<file path="config.mk">
export PLATFORM = sky130hd
export DESIGN_NAME = smx_ctrl
export DESIGN_NICKNAME = d
export VERILOG_FILES = /design/src/hw/rtl/smx_pkg.sv /design/src/hw/rtl/smx_ctrl.sv
export SDC_FILE = /design/constraint.sdc
export NUM_CORES = 1
export LEC_CHECK = 0
export BUFFER_PORTS_ARGS = -buffer_cell sky130_fd_sc_hd__buf_2
export CORE_MARGIN = 3
export CORE_UTILIZATION = 52
export CTS_CLUSTER_DIAMETER = 150
export DETAILED_ROUTE_END_ITERATION = 16
export GPL_ROUTABILITY_DRIVEN = 0
export HOLD_SLACK_MARGIN = 0.06
export PLACE_DENSITY_LB_ADDON = 0.1
export SLEW_MARGIN = 20
export SYNTH_ARGS = -nofsm -noshare
export SYNTH_HDL_FRONTEND = slang
export SYNTH_SLANG_ARGS = --single-unit
</file>
<file path="constraint.sdc">
create_clock -name clk -period 4.2 [get_ports clk]
set_clock_uncertainty 0.2 [all_clocks]
set_input_delay 0.63 -clock clk [delete_from_list [all_inputs] [get_ports clk]]
set_output_delay 0.63 -clock clk [all_outputs]
set_load 0.005 [all_outputs]
</file>
<file path="src/hw/rtl/smx_pkg.sv">
package smx_pkg;

	localparam int STACK_DEPTH = 1024;
	localparam int PTR_W       = $clog2(STACK_DEPTH);
	localparam int CNT_W       = $clog2(STACK_DEPTH + 1);
	localparam int DATA_W      = 32;
	localparam int DIV_CNT_W   = $clog2(DATA_W);

	typedef enum logic [2:0] {
		CMD_PUSH    = 3'd0,
		CMD_POP     = 3'd1,
		CMD_ADD     = 3'd2,
		CMD_SUB     = 3'd3,
		CMD_MUL     = 3'd4,
		CMD_DIV     = 3'd5,
		CMD_PRINT   = 3'd6,
		CMD_UNKNOWN = 3'd7
	} cmd_code_t;

	typedef enum logic [2:0] {
		ST_OK        = 3'd0,
		ST_OVERFLOW  = 3'd1,
		ST_UNDERFLOW = 3'd2,
		ST_DIVZERO   = 3'd3,
		ST_UNKNOWN   = 3'd4,
		ST_HALTED    = 3'd5
	} status_code_t;

	// controller to datapath
	typedef struct packed {
		logic         load_in;
		logic         push;
		logic         rd_top;
		logic         rd_second;
		logic         cap_a;
		logic         cap_b;
		logic         exec;
		logic         div_start;
		logic         wb;
		logic         pop;
		logic         load_out;
		status_code_t status;
		logic         print_en;
	} smx_cmd_t;

	// datapath to controller
	typedef struct packed {
		cmd_code_t code;
		logic      cnt_zero;
		logic      cnt_lt2;
		logic      cnt_full;
		logic      a_zero;
		logic      div_done;
	} smx_stat_t;

endpackage

</file>
<file path="src/hw/rtl/smx_ctrl.sv">
module smx_ctrl (
	input  logic               clk,
	input  logic               arst_n,
	input  logic               in_valid,
	output logic               in_ready,
	output logic               out_valid,
	input  logic               out_ready,
	output smx_pkg::smx_cmd_t  cmd,
	input  smx_pkg::smx_stat_t stat
);

	typedef enum logic [3:0] {
		S_IDLE,
		S_DECODE,
		S_RD_A,
		S_RD_B,
		S_EXEC,
		S_DIVW,
		S_WB,
		S_POP,
		S_FINISH
	} state_t;

	state_t                state_q;
	state_t                state_d;
	logic                  halted_q;
	logic                  out_valid_q;
	smx_pkg::status_code_t status_q;
	logic                  print_q;
	logic                  err;
	smx_pkg::status_code_t err_code;

	// next state, error detection and datapath commands
	always_comb begin
		cmd          = '0;
		cmd.status   = status_q;
		cmd.print_en = print_q;
		state_d      = state_q;
		err          = 1'b0;
		err_code     = smx_pkg::ST_OK;
		case (state_q)
			S_IDLE: begin
				cmd.load_in = in_valid;
				if (in_valid) begin
					state_d = S_DECODE;
				end
			end
			S_DECODE: begin
				state_d = S_FINISH;
				if (!halted_q) begin
					case (stat.code)
						smx_pkg::CMD_PUSH: begin
							if (stat.cnt_full) begin
								err      = 1'b1;
								err_code = smx_pkg::ST_OVERFLOW;
							end else begin
								cmd.push = 1'b1;
							end
						end
						smx_pkg::CMD_POP, smx_pkg::CMD_PRINT: begin
							if (stat.cnt_zero) begin
								err      = 1'b1;
								err_code = smx_pkg::ST_UNDERFLOW;
							end else begin
								cmd.rd_top = 1'b1;
								state_d    = S_POP;
							end
						end
						smx_pkg::CMD_ADD, smx_pkg::CMD_SUB, smx_pkg::CMD_MUL,
						smx_pkg::CMD_DIV: begin
							if (stat.cnt_lt2) begin
								err      = 1'b1;
								err_code = smx_pkg::ST_UNDERFLOW;
							end else begin
								cmd.rd_top = 1'b1;
								state_d    = S_RD_A;
							end
						end
						default: begin
							err      = 1'b1;
							err_code = smx_pkg::ST_UNKNOWN;
						end
					endcase
				end
			end
			S_RD_A: begin
				cmd.cap_a     = 1'b1;
				cmd.rd_second = 1'b1;
				state_d       = S_RD_B;
			end
			S_RD_B: begin
				cmd.cap_b = 1'b1;
				state_d   = S_EXEC;
			end
			S_EXEC: begin
				if (stat.code == smx_pkg::CMD_DIV) begin
					if (stat.a_zero) begin
						err      = 1'b1;
						err_code = smx_pkg::ST_DIVZERO;
						state_d  = S_FINISH;
					end else begin
						cmd.div_start = 1'b1;
						state_d       = S_DIVW;
					end
				end else begin
					cmd.exec = 1'b1;
					state_d  = S_WB;
				end
			end
			S_DIVW: begin
				if (stat.div_done) begin
					state_d = S_WB;
				end
			end
			S_WB: begin
				cmd.wb  = 1'b1;
				state_d = S_FINISH;
			end
			S_POP: begin
				cmd.pop = 1'b1;
				state_d = S_FINISH;
			end
			S_FINISH: begin
				if (!out_valid_q || out_ready) begin
					cmd.load_out = 1'b1;
					state_d      = S_IDLE;
				end
			end
			default: begin
				state_d = S_IDLE;
			end
		endcase
	end

	always_ff @(posedge clk or negedge arst_n) begin
		if (!arst_n) begin
			state_q     <= S_IDLE;
			halted_q    <= 1'b0;
			out_valid_q <= 1'b0;
			status_q    <= smx_pkg::ST_OK;
			print_q     <= 1'b0;
		end else begin
			state_q <= state_d;
			if (cmd.load_out) begin
				out_valid_q <= 1'b1;
			end else if (out_ready) begin
				out_valid_q <= 1'b0;
			end
			if (state_q == S_IDLE) begin
				status_q <= smx_pkg::ST_OK;
				print_q  <= 1'b0;
			end
			if (state_q == S_DECODE) begin
				if (halted_q) begin
					status_q <= smx_pkg::ST_HALTED;
				end
				print_q <= !halted_q && (stat.code == smx_pkg::CMD_PRINT) && !stat.cnt_zero;
			end
			if (err) begin
				status_q <= err_code;
				halted_q <= 1'b1;
			end
		end
	end

	assign in_ready  = (state_q == S_IDLE);
	assign out_valid = out_valid_q;

	a_halt_sticky: assert property (@(posedge clk) disable iff (!arst_n)
		halted_q |=> halted_q)
		else $error("halt flag cleared without reset");

	a_out_room: assert property (@(posedge clk) disable iff (!arst_n)
		cmd.load_out |-> (!out_valid_q || out_ready))
		else $error("result register overwritten");

	a_accept_decode: assert property (@(posedge clk) disable iff (!arst_n)
		(in_valid && in_ready) |=> (state_q == S_DECODE))
		else $error("accepted transfer not decoded");

endmodule

</file>
==> impl_metrics.ini <==
[run_status]
status = finished, final reports clean

[grt]
grt_max_degree = 16
grt-ovfl-total = 0
grt_pass1_vias = 697
grt_pass1_wl_um = 3077
grt_antenna_before_repair = 0
grtUsageTotal = 0.1973

[yosys]
syn_nets = 113
synth.yosys.seq_area_share = 0.2963
yosys.area.top_type = dfrtp_1
synthTopCellsByArea = dfrtp_1 (30%), nand3b_1 (4.4%), nor2_1 (4.4%)
ys_seq_elements = 10
yosys_warnings = 0
synthTopCellsByCount = dfrtp_1 (10), nor2_1 (10), nand2_1 (9)
syn_area_um2 = 844.6
ys_async_sr_fraction = 1.000
yosys_most_used_dff = dfrtp_1
synth_top_cell_area_share = 0.2963
synth_cells = 101
synth_edf_count = 0
synth_cell_types = 42
syn_area_per_cell_um2 = 8.362

[detailed_routing]
vias = 826
viasPerCell = 5.942
drt_iter0_markers = 29
postRouteAntennaNets = 0
dr.pass1.iters = 4
post_drt_wl_per_cell_um = 13.76
routed_wl_um = 1912
post-route-drc-count = 0

[worst_setup_path]
path_cells = nor3_4 > nand3b_4 > a21oi_1 > buf_2
path_buf_inv = 1
cp-end-kind = output port
cpPeakStageDelay_ps = 510
cp.depth = 4
crit_family = flip-flops
critPathMaxFanout = 12
crit_type = reg -> out
r2r_slack_ps = 2380
reg2reg_depth = 4
cp.arrival_ps = 1670
required_ps = 3370
start_kind = flop
slowest_stage = dfrtp_1

[clocking]
postCtsSetupRepairBufs = 0
cts_tree = yes
clkTransAtPathRegs_ps = 70
cts_made_buffers = 3
clock_sinks = 10
max-clock-path-buffers = 2
clock_latency_ps = 270
cts_root_buf = clkbuf_4
cts_max_level = 1

[job]
cap_violations = 0

[floorplan]
rows = 13
die_width_um = 46.30
fp.dieH_um = 46.30
dieArea_mm2 = 0.002144
design.core.area_mm2 = 0.001415
ios = 29
start_util = 0.5968

[placement]
place_inst = 135
place_area_um2 = 947.2
place_hpwl_um = 1467
io_buffers = 28

[min_path]
hold_depth = 2
hp-class = reg -> reg

[layout]
n_antenna_cell = 0
drive_above_1_share = 0.2984
layout.cells.non_filler = 139
utilization = 0.6923
fin_area_um2 = 979.7
n_fill_cell = 127
area_growth_pct = 16.00
fin_nets = 138

[power_and_ir_drop]
ir_drop_v = 0.0002730
p_per_area_mw_per_mm2 = 560.2
leakagePower_uw = 0.0004566

[timing]
fin_crit_ps = 2499
max_freq_mhz = 400.2
worst_pin_slew_ps = 499.8
finalHoldWorstSlack_ps = 333.8
tns_ps = 0
maxSlewViolCount = 0
hold_viol = 0
rsz0062_at_grt = no
slew_headroom = 0.6668
setup_viol = 0
fin_crit_sh = 0.5950
[routing by layer]
metal  track usage  vias to the layer above  wire length, um
met3       0.02344                        3              150
met2        0.2912                       37              850
met5             0                        -                0
met1        0.2840                      371              882
li1              -                      415                -
met4       0.08523                        0               28
[state kept, by name (all words and copies together), names as in the netlist]
register and cells:
halted_q 1, out_valid 1, print_q 1, state_q 4, status_q 3
[metrics by stage]
step | setup WS (ps) | power (uW)
2_1_floorplan | 2046 | 407.5
3_3_place_gp | 1849 | 475.0
3_5_place_dp | 1799 | 482.6
4_1_cts | 1693 | 550.2
5_1_grt | 1580 | 595.2
6_report | 1701 | 548.8
[cell type report]
cell class / instances / area (um2) / share of cell area
clock buffers: 3 / 22.52 / 0.02299
inverters: 4 / 15.01 / 0.01533
multi-input cells: 78 / 523.0 / 0.5338
flip-flops and latches: 10 / 250.2 / 0.2554
well taps: 15 / 18.77 / 0.01916
repair buffers: 29 / 150.1 / 0.1533
[worst min-delay path, delay by kind of cell (launching register included)]
kind / cells / cell delay [ps]
DFF: 1 / 370
AOI/OAI and AO/OA: 1 / 70
buffers and inverters: 1 / 60
[where the power goes]
group          internal (uW)  switching [uW]  leakage, uW
logic                    141             137     0.000314
registers                132            72.9     0.000128
clock network           33.1            32.4    0.0000138
[timing repair]
action                                 CTS  global route
hold buffers                             1             0
endpoints found under the hold margin   10             0
gates resized for setup                  0             0
[path summary, 6_finish.rpt]
path | from | to
worst min-delay path | print_q$_DFFE_PN0P_ | print_q$_DFFE_PN0P_
min in group asynchronous | arst_n | status_q[2]$_DFF_PN0_
max in group asynchronous | arst_n | state_q[1]$_DFFE_PN0P_
worst min register to register | print_q$_DFFE_PN0P_ | print_q$_DFFE_PN0P_
worst max register to register | state_q[1]$_DFFE_PN0P_ | status_q[1]$_DFF_PN0_
worst max-delay path | state_q[1]$_DFFE_PN0P_ | cmd[12]
[cell families (layout without fill, tap and decap cells)]
group                  after synthesis  in the layout  share of synthesized area
AND/OR/NAND/NOR                     52             52                     0.4178
AO/OA/AOI/OAI                       26             26                     0.2015
flip-flops                          10             10                     0.2963
buffers and inverters               13             36                    0.08443
[placed cells by master, fill, tap and decap left out, types with 2 or more instances in the layout]
cell	n
buf_2	28
nand3_1	3
and3b_1	2
inv_1	4
a21oi_1	5
nor2_1	10
o21ai_0	7
nor3b_1	2
o2bb2ai_1	2
nor3_1	2
dfrtp_1	10
nand2b_1	2
and2_1	2
nand3b_1	5
nand2_1	9
clkbuf_4	3
nor2b_1	2
a31oi_1	3
(Power assumes the default switching activity.)
